==> config.mk <==
export PLATFORM = sky130hd
export DESIGN_NAME = piecewise_cosine_sine
export DESIGN_NICKNAME = d
export VERILOG_FILES = /design/src/sv/pcs_pkg.sv /design/src/sv/pcs_reduce.sv /design/src/sv/pcs_interp.sv /design/src/sv/piecewise_cosine_sine.sv
export SDC_FILE = /design/constraint.sdc
export NUM_CORES = 1
export LEC_CHECK = 0
export ABC_AREA = 0
export CAP_MARGIN = 25
export CORE_ASPECT_RATIO = 0.5
export CORE_UTILIZATION = 40
export DETAILED_ROUTE_END_ITERATION = 8
export DONT_BUFFER_PORTS = 1
export SETUP_SLACK_MARGIN = 0.1
export SYNTH_ARGS = -nofsm -noshare
export SYNTH_HDL_FRONTEND = slang
export SYNTH_SLANG_ARGS = --single-unit
==> constraint.sdc <==
create_clock -name clk -period 12.45 [get_ports clk]
set_clock_uncertainty 0.15 [all_clocks]
set_input_delay 0 -clock clk [delete_from_list [all_inputs] [get_ports clk]]
set_output_delay 0 -clock clk [all_outputs]
set_load 0.03 [all_outputs]
==> src/sv/pcs_pkg.sv <==
// shared constants, types and segment tables for the piecewise cosine and sine block
`timescale 1ns / 1ps
`default_nettype none
package pcs_pkg;

  localparam int unsigned ANGLE_W    = 31;
  localparam int unsigned VALUE_W    = 8;
  localparam int unsigned NUM_STAGES = 9;

  localparam int unsigned FULL_TURN     = 36000;
  localparam int unsigned HALF_TURN     = 18000;
  localparam int unsigned THREE_QUARTER = 27000;
  localparam int unsigned QUARTER_TURN  = 9000;
  localparam int unsigned SEG_SPAN      = 1000;

  // 36000 = 32 * 1125, the low five bits pass straight through the reduction
  localparam int unsigned TURN_ODD    = 1125;
  localparam int unsigned TURN_SHIFT  = 5;
  // floor(2^36 / 1125), quotient low by at most one
  localparam logic [25:0] TURN_RECIP  = 26'd61083979;
  localparam int unsigned TURN_RSHIFT = 36;
  // ceil(2^25 / 1000), exact for products up to 17000
  localparam logic [15:0] SPAN_RECIP  = 16'd33555;
  localparam int unsigned SPAN_RSHIFT = 25;

  typedef logic [NUM_STAGES-1:0] pcs_en_t;

  // cosine times 100 at the start of each ten-degree segment
  function automatic logic [6:0] pcs_knot(input logic [3:0] seg);
    logic [6:0] k;
    unique case (seg)
      4'd0:    k = 7'd100;
      4'd1:    k = 7'd98;
      4'd2:    k = 7'd93;
      4'd3:    k = 7'd86;
      4'd4:    k = 7'd76;
      4'd5:    k = 7'd64;
      4'd6:    k = 7'd50;
      4'd7:    k = 7'd34;
      4'd8:    k = 7'd17;
      default: k = 7'd0;
    endcase
    return k;
  endfunction

  // fall of the cosine across each segment
  function automatic logic [4:0] pcs_drop(input logic [3:0] seg);
    logic [4:0] d;
    unique case (seg)
      4'd0:    d = 5'd2;
      4'd1:    d = 5'd5;
      4'd2:    d = 5'd7;
      4'd3:    d = 5'd10;
      4'd4:    d = 5'd12;
      4'd5:    d = 5'd14;
      4'd6:    d = 5'd16;
      4'd7:    d = 5'd17;
      4'd8:    d = 5'd17;
      default: d = 5'd0;
    endcase
    return d;
  endfunction

endpackage
`default_nettype wire

==> src/sv/pcs_reduce.sv <==
// stages 0 to 3: sine offset, magnitude and reduction modulo a full turn
`timescale 1ns / 1ps
`default_nettype none
module pcs_reduce (
  input  wire logic                            clk,
  input  wire pcs_pkg::pcs_en_t                en,
  input  wire logic [pcs_pkg::ANGLE_W-1:0]     in_angle,
  input  wire logic                            in_mode,
  output logic [15:0]                          rem
);
  import pcs_pkg::*;

  localparam int unsigned HI_W = ANGLE_W - TURN_SHIFT;

  logic signed [ANGLE_W:0]  ang_sum;
  logic        [ANGLE_W:0]  ang_abs;

  logic [ANGLE_W-1:0]       mag_r, mag_nxt;
  logic [HI_W-1:0]          hi1_r, hi2_r;
  logic [TURN_SHIFT-1:0]    lo1_r, lo2_r, lo3_r;
  logic [HI_W+25:0]         prod_r, prod_nxt;
  logic [HI_W-1:0]          qm_r, qm_nxt;
  logic [15:0]              quo;
  logic [26:0]              qm_full;
  logic [HI_W-1:0]          diff;
  logic [11:0]              r_est;
  logic [10:0]              r_fix;
  logic [15:0]              rem_r, rem_nxt;

  // stage 0: sine offset and magnitude
  always_comb begin
    ang_sum = $signed({in_angle[ANGLE_W-1], in_angle})
            + (in_mode ? (ANGLE_W+1)'(THREE_QUARTER) : '0);
    ang_abs = ang_sum[ANGLE_W] ? (ANGLE_W+1)'(-ang_sum) : ang_sum;
    mag_nxt = ang_abs[ANGLE_W-1:0];
  end

  // stage 1: reciprocal product for the quotient by 1125
  assign prod_nxt = (HI_W+26)'(mag_r[ANGLE_W-1:TURN_SHIFT]) * (HI_W+26)'(TURN_RECIP);

  // stage 2: quotient back times 1125
  always_comb begin
    quo     = prod_r[TURN_RSHIFT +: 16];
    qm_full = 27'(quo) * 27'(TURN_ODD);
    qm_nxt  = qm_full[HI_W-1:0];
  end

  // stage 3: remainder with one correction step
  always_comb begin
    diff    = hi2_r - qm_r;
    r_est   = diff[11:0];
    r_fix   = (r_est >= 12'(TURN_ODD)) ? 11'(r_est - 12'(TURN_ODD)) : r_est[10:0];
    rem_nxt = {r_fix, lo2_r};
  end

  always_ff @(posedge clk) begin
    if (en[0]) begin
      mag_r <= mag_nxt;
    end
    if (en[1]) begin
      prod_r <= prod_nxt;
      hi1_r  <= mag_r[ANGLE_W-1:TURN_SHIFT];
      lo1_r  <= mag_r[TURN_SHIFT-1:0];
    end
    if (en[2]) begin
      qm_r  <= qm_nxt;
      hi2_r <= hi1_r;
      lo2_r <= lo1_r;
    end
    if (en[3]) begin
      rem_r <= rem_nxt;
      lo3_r <= lo2_r;
    end
  end

  assign rem = {rem_r[15:TURN_SHIFT], lo3_r};

endmodule
`default_nettype wire

==> src/sv/pcs_interp.sv <==
// stages 4 to 8: quadrant fold, segment select and linear interpolation
`timescale 1ns / 1ps
`default_nettype none
module pcs_interp (
  input  wire logic                          clk,
  input  wire pcs_pkg::pcs_en_t              en,
  input  wire logic [15:0]                   rem,
  output logic signed [pcs_pkg::VALUE_W-1:0] value
);
  import pcs_pkg::*;

  logic [13:0]  fold_r, fold_nxt;
  logic         neg4_r, neg_nxt;
  logic [3:0]   seg_r, seg_nxt;
  logic [9:0]   off_r, off_nxt;
  logic [13:0]  base;
  logic         neg5_r, neg6_r, neg7_r;
  logic [14:0]  pd_r, pd_nxt;
  logic [6:0]   knot6_r, knot7_r;
  logic [30:0]  pq_r, pq_nxt;
  logic [5:0]   quo;
  logic [6:0]   mag;
  logic signed [VALUE_W-1:0] value_r, value_nxt;

  // stage 4: fold into the first quadrant
  always_comb begin
    neg_nxt  = 1'b0;
    fold_nxt = rem[13:0];
    priority if (rem <= 16'(QUARTER_TURN)) begin
      fold_nxt = rem[13:0];
    end else if (rem < 16'(HALF_TURN)) begin
      neg_nxt  = 1'b1;
      fold_nxt = 14'(16'(HALF_TURN) - rem);
    end else if (rem < 16'(THREE_QUARTER)) begin
      neg_nxt  = 1'b1;
      fold_nxt = 14'(rem - 16'(HALF_TURN));
    end else begin
      fold_nxt = 14'(16'(FULL_TURN) - rem);
    end
  end

  // stage 5: segment index, capped so the quarter point stays in the last segment
  always_comb begin
    seg_nxt = 4'd0;
    for (int i = 1; i <= 8; i++) begin
      if (fold_r >= 14'(i * SEG_SPAN)) begin
        seg_nxt = 4'(i);
      end
    end
    base    = 14'(seg_nxt) * 14'(SEG_SPAN);
    off_nxt = 10'(fold_r - base);
  end

  // stage 6: offset times segment drop
  assign pd_nxt = 15'(off_r) * 15'(pcs_drop(seg_r));

  // stage 7: reciprocal product for the division by the span
  assign pq_nxt = 31'(pd_r) * 31'(SPAN_RECIP);

  // stage 8: subtract from the knot and apply quadrant sign
  always_comb begin
    quo       = pq_r[SPAN_RSHIFT +: 6];
    mag       = knot7_r - 7'(quo);
    value_nxt = neg7_r ? -$signed({1'b0, mag}) : $signed({1'b0, mag});
  end

  always_ff @(posedge clk) begin
    if (en[4]) begin
      fold_r <= fold_nxt;
      neg4_r <= neg_nxt;
    end
    if (en[5]) begin
      seg_r  <= seg_nxt;
      off_r  <= off_nxt;
      neg5_r <= neg4_r;
    end
    if (en[6]) begin
      pd_r    <= pd_nxt;
      knot6_r <= pcs_knot(seg_r);
      neg6_r  <= neg5_r;
    end
    if (en[7]) begin
      pq_r    <= pq_nxt;
      knot7_r <= knot6_r;
      neg7_r  <= neg6_r;
    end
    if (en[8]) begin
      value_r <= value_nxt;
    end
  end

  assign value = value_r;

endmodule
`default_nettype wire

==> src/sv/piecewise_cosine_sine.sv <==
// Piecewise-linear cosine and sine of an angle in hundredths of a degree.
//
// Input channel: in_angle (signed, hundredths of a degree) and in_mode
// (0 cosine, 1 sine) with in_valid / in_stall. Result channel: out_value,
// the function value times 100 in -100..100, with out_valid / out_stall.
// An item is taken on a clock edge with valid high and stall low.
//
// Nine register stages: sine offset and magnitude, two multiplies for the
// remainder modulo 36000, remainder correction, quadrant fold, segment
// select, interpolation multiply, reciprocal divide by 1000, final sign.
// An item moves through the stages in that order to out_valid; one item
// per cycle is sustained while out_stall is low, since each stage has
// its own logic and no unit is shared.
//
// Each stage has its own valid bit and advances when it is empty or the
// stage after it advances, so bubbles close up under a stall. in_stall
// rises only when all nine stages hold items and out_stall is high.
// A synchronous low rst_n clears every valid bit; no items survive reset.
`timescale 1ns / 1ps
`default_nettype none
module piecewise_cosine_sine (
  input  wire logic                          clk,
  input  wire logic                          rst_n,
  input  wire logic                          in_valid,
  output logic                               in_stall,
  input  wire logic [pcs_pkg::ANGLE_W-1:0]   in_angle,
  input  wire logic                          in_mode,
  output logic                               out_valid,
  input  wire logic                          out_stall,
  output logic signed [pcs_pkg::VALUE_W-1:0] out_value
);
  import pcs_pkg::*;

  pcs_en_t     en;
  pcs_en_t     vld_r, vld_nxt;
  logic [15:0] rem;

  // stage advances when empty or when the next one advances
  always_comb begin
    en[NUM_STAGES-1] = !vld_r[NUM_STAGES-1] || !out_stall;
    for (int i = NUM_STAGES - 2; i >= 0; i--) begin
      en[i] = !vld_r[i] || en[i+1];
    end
  end

  always_comb begin
    vld_nxt = vld_r;
    if (en[0]) begin
      vld_nxt[0] = in_valid;
    end
    for (int i = 1; i < NUM_STAGES; i++) begin
      if (en[i]) begin
        vld_nxt[i] = vld_r[i-1];
      end
    end
  end

  always_ff @(posedge clk) begin
    if (!rst_n) begin
      vld_r <= '0;
    end else begin
      vld_r <= vld_nxt;
    end
  end

  pcs_reduce u_reduce (
    .clk      (clk),
    .en       (en),
    .in_angle (in_angle),
    .in_mode  (in_mode),
    .rem      (rem)
  );

  pcs_interp u_interp (
    .clk   (clk),
    .en    (en),
    .rem   (rem),
    .value (out_value)
  );

  assign in_stall  = !en[0];
  assign out_valid = vld_r[NUM_STAGES-1];

endmodule
`default_nettype wire

# == Yosys cells after proc, flatten, opt, wreduce, memory -nomap -nowiden ==
# Memory sizes are Yosys's and may differ from the RTL's. A register that Yosys moved wholly into a read port is not among the register bits.
# Index checks and enable logic that the tools add are counted.
# totals
regBits,252
rom_bits,192
inputBits,36
output_inout_bits,10
elab_cells,97
n_memories,2
# mem_list
name,depth,word_bits,rd,rd_ports_with_merged_regs,write_ports,line_no,text
(no name shown),16,7,1,1,0,pcs_pkg.sv:31,unique case (seg)
(no name shown),16,5,1,1,0,pcs_pkg.sv:49,unique case (seg)
# classes
addsub,10
n_mul,5
order_cmp,12
muxes,18
n_reduce_logical,20
# ops
operator,count
$ge A14 B13 Y1 const B,4
$mul A26 B26 Y52 const B,1
$mux W14,3
$add A31 B16 Y32,1
$lt A16 B15 Y1 const B,2
$mul A15 B16 Y31 const B,1
$mux W31,1
$neg A31 Y31,1
$ge A14 B12 Y1 const B,2
$le A16 B14 Y1 const B,1
$mul A16 B11 Y12 const B,1
$mul A10 B5 Y15,1
$mux W15,1
$ge A14 B10 Y1 const B,1
$ge A14 B11 Y1 const B,1
$sub A11 B14 Y14 const A,1
$sub A12 B14 Y14 const A,1
$sub A14 B11 Y14 const B,1
$ge A12 B11 Y1 const B,1
$mux W3,4
$sub A12 B12 Y12,1
$logic_not A1 Y1,11
$mux W11,1
$sub A11 B11 Y11 const B,1
9 further kinds,21

# == Depth between registers and ports, before layout ==
# Gate-level depths: netlist of the first run.
# depth
word_depth,11
depth_mapped,22

# == Hierarchy ==
# From an unflattened synthesis of the first run, not the netlist that was laid out.
# hier_totals
hier_cells,2288
area_unflattened_um2,23964.2
# by_module_without_submodules
module,instances,cells_each,area_each_um2,seq_area_each_um2
pcs_reduce,1,1373,14878.0,3153.0
pcs_interp,1,872,8712.1,2352.3
piecewise_cosine_sine,1,43,374.1,180.2

# == Worst setup path before layout of the first run ==
# OpenSTA, ideal clock, no wires.
# synth_path
kind,reg-to-reg
startpoint,register u_reduce.mag_r[10]
endpoint,"register u_reduce.prod_r[42], data pin"
setup_time_ns,0.264
t_arrival_ns,6.123
slack_ns,5.913
path_stages_with_launch,21
path_buffers,0
synth_period_minus_slack_ns,6.537
path_cell_list,edfxtp_1 inv_1 fa_1 inv_1 fa_1 fa_1 fa_1 inv_1 fa_1 fa_1 fa_1 inv_1 ha_1 a211oi_1 nor2_1 o41ai_1 nand2_1 nor3_1 inv_1 a221oi_1 xnor2_1
# synth_via
elab_chain_cells,1
# synth_rtl
item,line_no,text
"start, declared",pcs_reduce.sv:18,"logic [ANGLE_W-1:0] mag_r, mag_nxt;"
"start signal, assigned",pcs_reduce.sv:58,mag_r <= mag_nxt;
$mul A26 B26 Y52,pcs_reduce.sv:39,assign prod_nxt = (HI_W+26)'(mag_r[ANGLE_W-1:TURN_SHIFT]) * (HI_W+26)'(TURN_RECIP);
via u_reduce.prod_nxt[42],pcs_reduce.sv:21,"logic [HI_W+25:0] prod_r, prod_nxt;"
"end signal, assigned",pcs_reduce.sv:61,prod_r <= prod_nxt;
"end, declared",pcs_reduce.sv:21,
# The timed path passes the listed nets, and every way through them passes these cells.
# A chain may end at the register's enable or synchronous reset.

# == Worst setup path in the final report of the first run ==
# Same ends and word-level chain as after synthesis.

==> results of run 1 <==
-- worst max-delay path: cells and delay by family (launching register included) --
kind	cells	cell delay, ns
simple gates	3	0.66
fa+ha+maj	8	3.87
xor+xnor	1	0.10
buf+inv	5	0.42
flops	1	0.73
compound gates	3	1.00
-- sequential cells by signal (all words and copies together), names as in the netlist, named ones only --
name	cells
u_reduce.mag_r	31
u_reduce.rem_r	16
u_interp.pd_r	15
u_interp.fold_r	14
u_reduce.prod_r	13
u_reduce.hi2_r	12
u_reduce.qm_r	12
u_reduce.hi1_r	11
u_interp.off_r	10
vld_r	9
u_interp.value	8
u_interp.knot6_r	7
u_interp.knot7_r	7
u_interp.pq_r	6
u_reduce.lo1_r	5
u_reduce.lo2_r	5
u_interp.seg_r	4
u_interp.neg4_r	1
u_interp.neg5_r	1
u_interp.neg6_r	1
u_interp.neg7_r	1
-- worst paths after layout --
kind / slack, ns / cells past startpoint / endpoint
worst max-delay path: 5.25 / 20 / u_reduce.prod_r[42]
worst min-delay path: 0.03 / 3 / u_reduce.mag_r[11]
worst max register to register: 5.25 / 20 / u_reduce.prod_r[42]
worst min register to register: 0.27 / 0 / u_interp.knot7_r[3]
-- final cells by class --
| cell class | instances | area, sq um | area share |
|---|---|---|---|
| clock buffer | 17 | 425 | 0.0165 |
| clock inverter | 15 | 220 | 0.00856 |
| inverter | 453 | 1700 | 0.0661 |
| multi-input combinational | 1562 | 16200 | 0.629 |
| sequential | 194 | 5690 | 0.221 |
| tap | 768 | 961 | 0.0374 |
| timing repair buffer | 52 | 541 | 0.0210 |
-- synthesized netlist by cell type, types with 24 or more instances --
master	n
ha_1	452
inv_1	452
fa_1	252
edfxtp_1	180
nand2_1	108
xnor2_1	101
nor2_1	84
a21oi_1	76
o21ai_0	67
xor2_1	47
nor3_1	36
and2_1	34
nand3_1	26
clkbuf_1	25
a21o_1	24
o21a_1	24
-- metal layers --
layer / wire [microns] / global-route usage
met5: 0 / 0
met4: 449 / 0.0307
met3: 941 / 0.0205
met2: 21500 / 0.270
met1: 22500 / 0.220
-- repair_timing --
action,CTS,global route
hold endpoints to repair,47,0
buffers inserted,0,0
hold buffers,47,0
-- cell families (layout without fill, tap and decap cells) --
family          after synthesis  in the layout
fa+ha+maj                   704            704
buf+inv                     486            537
simple gates                392            392
compound gates              309            309
flops                       194            194
xor+xnor                    149            149
mux                           8              8
-- per-stage QoR --
step	util	hold WS [ns]	instance area [sq um]	worst slack (ns)
2_1_floorplan	-	-0.0511	23700	5.91
3_3_place_gp	0.423	-0.0509	24600	5.34
3_5_place_dp	0.424	-0.0510	24600	5.19
4_1_cts	0.443	0.00637	25700	5.17
5_1_grt	0.443	0.0437	25700	4.71
6_report	0.443	0.0304	25700	5.25
==> out/metrics.cfg, run 1 <==
[sta]
finalHoldViolCount = 0
worst_pin_slew_ns = 0.961
setup_violations = 0
slew_headroom = 0.358
timing.final.crit_period_ns = 7.20
period_share = 0.579
rsz0062_at_grt = no
setup-tns-final_ns = 0
max_freq_mhz = 139
slew_violations = 0

[routing]
drc = 0
detail_route.wl_per_cell_microns = 14.8
dr_total_vias = 15200
first_pass_iters = 5
antenna_left = 0
via_per_inst = 4.97
first_iter_violations = 745
drt-total-wl_microns = 45400

[placement]
placedCellCount = 2981
gp_congestion = 0.847
port-buffer-count = 0
dp_hpwl_microns = 37100

[logic_synthesis]
syn-cell-area_sq_um = 23700
syn_avg_cell_area_sq_um = 10.6
synth_area_leaders = ha_1, edfxtp_1, fa_1
yosysTopAreaCellShare = 0.238
yosys.area_share.simple = 0.0851
muxShareOfSynthArea = 0.00348
synth_xor_area_frac = 0.0553
synth-seq-cells = 194
synth_cells = 2242
ys.flop_type = edfxtp_1
async_reset_ff_frac = 0
yosys.area.top_type = ha_1
seq_area_frac_synth = 0.240
synth_edf_count = 180
syn_nets = 2982
synth-compound-area-share = 0.0875
synth_top_family_by_area = adder cells
yosys.cell_types.count = 82
ys_warn_count = 0
synth-adder-area-share = 0.451

[worst_setup_path]
end_kind = flip-flop
critical-path-max-stage-delay_ns = 0.73
cp.required_ns = 12.51
start_kind = flip-flop
path_class = reg2reg
worstPathCellList = inv_1 > fa_1 > inv_1 > fa_1 > fa_1 > fa_1 > inv_1 > fa_1 > fa_1 > fa_1 > inv_1 > ha_1 > a211oi_1 > nor2_1 > o41ai_1 > nand2_1 > nor3_1 > inv_1 > a221oi_1 > xnor2_1
r2r-start = u_reduce.mag_r[10]
crit_top_cell = fa_1
crit_path_max_fanout = 11
cp.arrival_ns = 7.26
crit_path_start = u_reduce.mag_r[10]
cp_slowest_cell = edfxtp_1

[cts]
cts-htree-levels = 4
numCtsBuffers = 17
clock_latency_ns = 0.47
clock_sinks = 194
cts_root_buf = clkbuf_16
cts_tree = yes
clockBufferDepth = 2
cts.repair.resized = 0
cts.clk_slew.worst_paths_ns = 0.08

[global_routing]
grt_pass1_wl_microns = 78400
grt_overflow = 0
grt_use_total = 0.160
grt_pass1_vias = 15900
grt_antenna_before_repair = 0
grt_max_degree = 32

[hold_path]
min-delay-start = in_mode
hp-class = in2reg

[floorplanning]
rows = 62
die_h_microns = 174
initial_core_util = 0.409
core_sq_um = 58000
die_w_microns = 346
dieArea_sq_um = 60400
io_pins = 46

[final_layout]
antenna_cells = 0
final_cells = 3061
fillCellCount = 5468
drive_above_1_share = 0.0323
final_cell_mix = inv_1, ha_1, fa_1
final_nets = 3020
syn_to_final_growth_pct = 8.40

[job]
maxCapViolations = 0

[run_status]
status = complete, no violations

Power of run 1 is not shown: default switching activity piles up to over one toggle a cycle in this logic, so the estimate is an artifact.
==> run 2, diff against run 1 <==
==> constraint.sdc (replaced) <==
create_clock -name clk -period 6.33 [get_ports clk]
set_clock_uncertainty 0.15 [all_clocks]
set_input_delay 0 -clock clk [delete_from_list [all_inputs] [get_ports clk]]
set_output_delay 0 -clock clk [all_outputs]
set_load 0.03 [all_outputs]
==> out/metrics.cfg, run 2 (synthesized netlist as in run 1, its figures left out) <==
[sta]
max_freq_mhz = 162
finalWorstSetupSlack_ns = 0.139
period_share = 0.978
worst_pin_slew_ns = 0.922
rsz0062_at_grt = yes
slew_headroom = 0.384
setup_violations = 0
timing.final.crit_period_ns = 6.19
finalHoldViolCount = 0
setup-tns-final_ns = 0
slew_violations = 0

[routing]
detail_route.wl_per_cell_microns = 14.9
drc = 0
dr_total_vias = 15500
drt-total-wl_microns = 46200
first_pass_iters = 5
via_per_inst = 4.98
antenna_left = 0
first_iter_violations = 593

[final_layout]
antenna_cells = 0
largest_reg_flops = 31
top_regs = u_reduce.mag_r: 31 flops, u_reduce.rem_r: 16 flops, u_interp.pd_r: 15 flops
fin_area_sq_um = 26300
drive_above_1_share = 0.0695
syn_to_final_growth_pct = 10.8
max_flop_register = u_reduce.mag_r
final_util = 0.453
final_nets = 3071
final_cell_mix = inv_1, ha_1, fa_1

[global_routing]
grt_pass1_vias = 16200
grt_overflow = 0
grt_antenna_before_repair = 0
grt_use_total = 0.160
grt_max_degree = 32
grt_pass1_wl_microns = 78500

[placement]
placed_area_sq_um = 25000
dp_hpwl_microns = 38300
gp_congestion = 0.851
dpl_worst_slack_ns = -0.0999
port-buffer-count = 0

[floorplanning]
die_w_microns = 346
dieArea_sq_um = 60400
initial_core_util = 0.409
io_pins = 46
core_sq_um = 58000
die_h_microns = 174
rows = 62

[worst_setup_path]
path_class = reg2reg
end_kind = flip-flop
cp.required_ns = 6.39
cp.arrival_ns = 6.25
start_kind = flip-flop
crit_path_max_fanout = 3

[cts]
clockBufferDepth = 2
clock_latency_ns = 0.46
cts_tree = yes
cts-htree-levels = 4
cts_root_buf = clkbuf_16
clock_sinks = 194
cts.clk_slew.worst_paths_ns = 0.08
numCtsBuffers = 17

[run_status]
status = complete, no violations

[hold_path]
hp-class = in2reg

[job]
maxCapViolations = 0

run 2: layout make-up:
class / instances / area (sq um)
Fill cell: 5432 / 31700
Multi-Input combinational cell: 1562 / 16400
Sequential cell: 194 / 5690
Inverter: 453 / 1700
Tap cell: 768 / 961
Timing Repair Buffer: 103 / 931
Clock buffer: 17 / 425
Clock inverter: 15 / 180
run 2: final timing paths:
path | cells past startpoint | start | end | slack (ns)
max | 23 | u_reduce.mag_r[11] | u_reduce.prod_r[47] | 0.14
min | 4 | in_angle[9] | u_reduce.mag_r[12] | 0.05
max reg2reg | 23 | u_reduce.mag_r[11] | u_reduce.prod_r[47] | 0.14
min reg2reg | 0 | u_interp.fold_r[2] | u_interp.off_r[2] | 0.27
run 2: through the flow:
step	instances	hold WS, ns
2_1_floorplan	2242	-0.0511
3_3_place_gp	3019	-0.0508
3_5_place_dp	3021	-0.0508
4_1_cts	3105	0.0235
5_1_grt	3112	0.0408
6_report	3112	0.0452
run 2: layer usage:
metal,GRT usage,vias to the layer above,wire length (microns)
met2,0.278,142,22400
li1,-,7718,-
met5,0,-,0
met4,0.0346,0,577
met1,0.214,7609,22300
met3,0.0184,34,954
run 2: critical path, cell delays in order (launching register included):
cell and delay [ns]:
edfxtp_1 0.44, buf_6 0.16, buf_6 0.11, fa_1 0.52, inv_1 0.05, fa_1 0.49, inv_1 0.07, fa_1 0.50
fa_1 0.51, inv_1 0.05, fa_1 0.53, inv_1 0.05, fa_2 0.55, ha_4 0.21, ha_4 0.26, o21ai_1 0.06
a21oi_1 0.22, o41ai_2 0.11, buf_4 0.16, a21o_1 0.20, a21boi_2 0.16, o31a_1 0.20, a21oi_2 0.07, xnor2_1 0.12
run 2: what timing repair did:
action                                  CTS  global route
hold buffers                             50             0
endpoints found under the setup margin    9            11
buffers inserted                          2             7
gates resized for setup                   4            30
pin swaps                                11            37
endpoints found under the hold margin    47             0
Power of run 2 is left out for the same reason.
==> run 3, diff against run 2 <==
--- a/config.mk
+++ b/config.mk
@@ -11,6 +11,7 @@
 export CORE_UTILIZATION = 40
 export DETAILED_ROUTE_END_ITERATION = 8
 export DONT_BUFFER_PORTS = 1
+export REMOVE_ABC_BUFFERS = 1
 export SETUP_SLACK_MARGIN = 0.1
 export SYNTH_ARGS = -nofsm -noshare
 export SYNTH_HDL_FRONTEND = slang
==> out/metrics.cfg, run 3 (synthesized netlist as in run 1, its figures left out) <==
[run_status]
status = complete, no violations

[hold_path]
min-delay-start = in_angle[23]
hp-class = in2reg

[worst_setup_path]
end_kind = flip-flop
r2r_setup_slack_ns = 0.1
r2r-start = u_reduce.mag_r[8]
cp.arrival_ns = 6.30
crit_path_max_fanout = 3
reg2regPathDepth = 22
crit_path_end = u_reduce.prod_r[45]
cp.required_ns = 6.39
path_class = reg2reg
start_kind = flip-flop
timing.rr.end = u_reduce.prod_r[45]
crit_path_start = u_reduce.mag_r[8]

[final_layout]
fillCellCount = 5410
drive_above_1_share = 0.0762
final_nets = 3076
syn_to_final_growth_pct = 11.3
antenna_cells = 0
top_regs = u_reduce.mag_r: 31 flops, u_reduce.rem_r: 16 flops, u_interp.pd_r: 15 flops
final_cell_mix = ha_1, inv_1, fa_1
final_util = 0.455
max_flop_register = u_reduce.mag_r
layout_commonest_cell = ha_1
largest_reg_flops = 31

[routing]
dr_total_vias = 15500
drc = 0
drt-total-wl_microns = 46600
via_per_inst = 4.97
detail_route.wl_per_cell_microns = 14.9
antenna_left = 0
first_iter_violations = 705
first_pass_iters = 5

[sta]
finalHoldViolCount = 0
slew_headroom = 0.375
worst_pin_slew_ns = 0.935
timing.final.crit_period_ns = 6.23
slew_violations = 0
setup_violations = 0
rsz0062_at_grt = yes
max_freq_mhz = 160
period_share = 0.984

[cts]
clockBufferDepth = 2
cts-htree-levels = 4
cts.clk_slew.worst_paths_ns = 0.08
numCtsBuffers = 17
clock_sinks = 194
clock_latency_ns = 0.46
cts_tree = yes
cts_root_buf = clkbuf_16

[floorplanning]
rows = 62
dieArea_sq_um = 60400
core_sq_um = 58000
io_pins = 46
die_h_microns = 174
initial_core_util = 0.409
die_w_microns = 346

[job]
maxCapViolations = 0

[placement]
port-buffer-count = 0
gp_congestion = 0.848
dp_hpwl_microns = 38100

[global_routing]
grt_use_total = 0.162
grt_pass1_vias = 16100
grt_antenna_before_repair = 0
grt_pass1_wl_microns = 79300
grt_overflow = 0
grt_max_degree = 32

## run 3: cell count changes in the layout (fill, tap and decap cells not counted), sizes merged
cell,before,now
dlygate4sd3,50,51
clkbuf,17,18
buf,53,57
clkinv,7,6
bufinv,0,1
clkinvlp,1,0
## run 3: worst min-delay path by stage
stage                               to  slack (ns)  depth (start not counted)
detailed placement   u_reduce.mag_r[0]       -0.05                          0
finish              u_reduce.mag_r[26]        0.02                          6
CTS                 u_reduce.mag_r[26]       0.008                          6
floorplan            u_reduce.mag_r[0]       -0.05                          0
global route        u_reduce.mag_r[20]        0.03                          4
global placement     u_reduce.mag_r[0]       -0.05                          0
## run 3: layout make-up
cell class | instances | area, sq um | area share
sequential | 194 | 5690 | 0.215
multi-input combinational | 1562 | 16500 | 0.624
timing repair buffer | 108 | 977 | 0.0370
inverter | 453 | 1700 | 0.0644
clock inverter | 14 | 183 | 0.00692
tap | 768 | 961 | 0.0364
clock buffer | 18 | 429 | 0.0162
## run 3: critical path: stages (launching register included)
cell      delay, ns
edfxtp_1       0.38
inv_2          0.08
buf_6          0.12
fa_1           0.51
inv_2          0.04
fa_2           0.55
fa_2           0.43
fa_1           0.48
inv_1          0.05
fa_2           0.53
fa_2           0.44
fa_1           0.49
inv_1          0.05
ha_2           0.18
a211oi_2       0.25
nor2_1         0.08
o41ai_2        0.27
buf_4          0.18
a21o_1         0.13
a21boi_2       0.07
or3_4          0.34
a21oi_2        0.14
xnor2_1        0.07
## run 3: metrics by stage
| stage | worst slack (ns) | std cells | hold slack [ns] | cell area [sq um] | setup TNS, ns |
|---|---|---|---|---|---|
| after floorplan | -0.207 | 2209 | -0.0511 | 23600 | -0.801 |
| after global placement | -0.282 | 3018 | -0.0508 | 24800 | -1.91 |
| after detailed placement | -0.349 | 3019 | -0.0507 | 24900 | -2.56 |
| after CTS | 0.0155 | 3112 | 0.00830 | 26200 | 0 |
| after global routing | -0.112 | 3117 | 0.0309 | 26400 | -0.550 |
| final | 0.0991 | 3117 | 0.0227 | 26400 | 0 |
## run 3: what timing repair did
item,CTS,global route
pin swaps,45,16
hold endpoints to repair,47,0
gates resized for setup,41,33
setup buffers,10,4
setup endpoints to repair,12,12
hold buffers,51,0
## run 3: metal layers
metal | vias to the layer above | share of wire | wire length, microns | track usage
li1 | 7737 | - | - | -
met5 | - | 0 | 0 | 0
met2 | 208 | 0.48 | 22500 | 0.281
met4 | 0 | 0.012 | 576 | 0.0330
met1 | 7510 | 0.47 | 22000 | 0.217
met3 | 37 | 0.032 | 1470 | 0.0229
Power of run 3 is left out for the same reason.
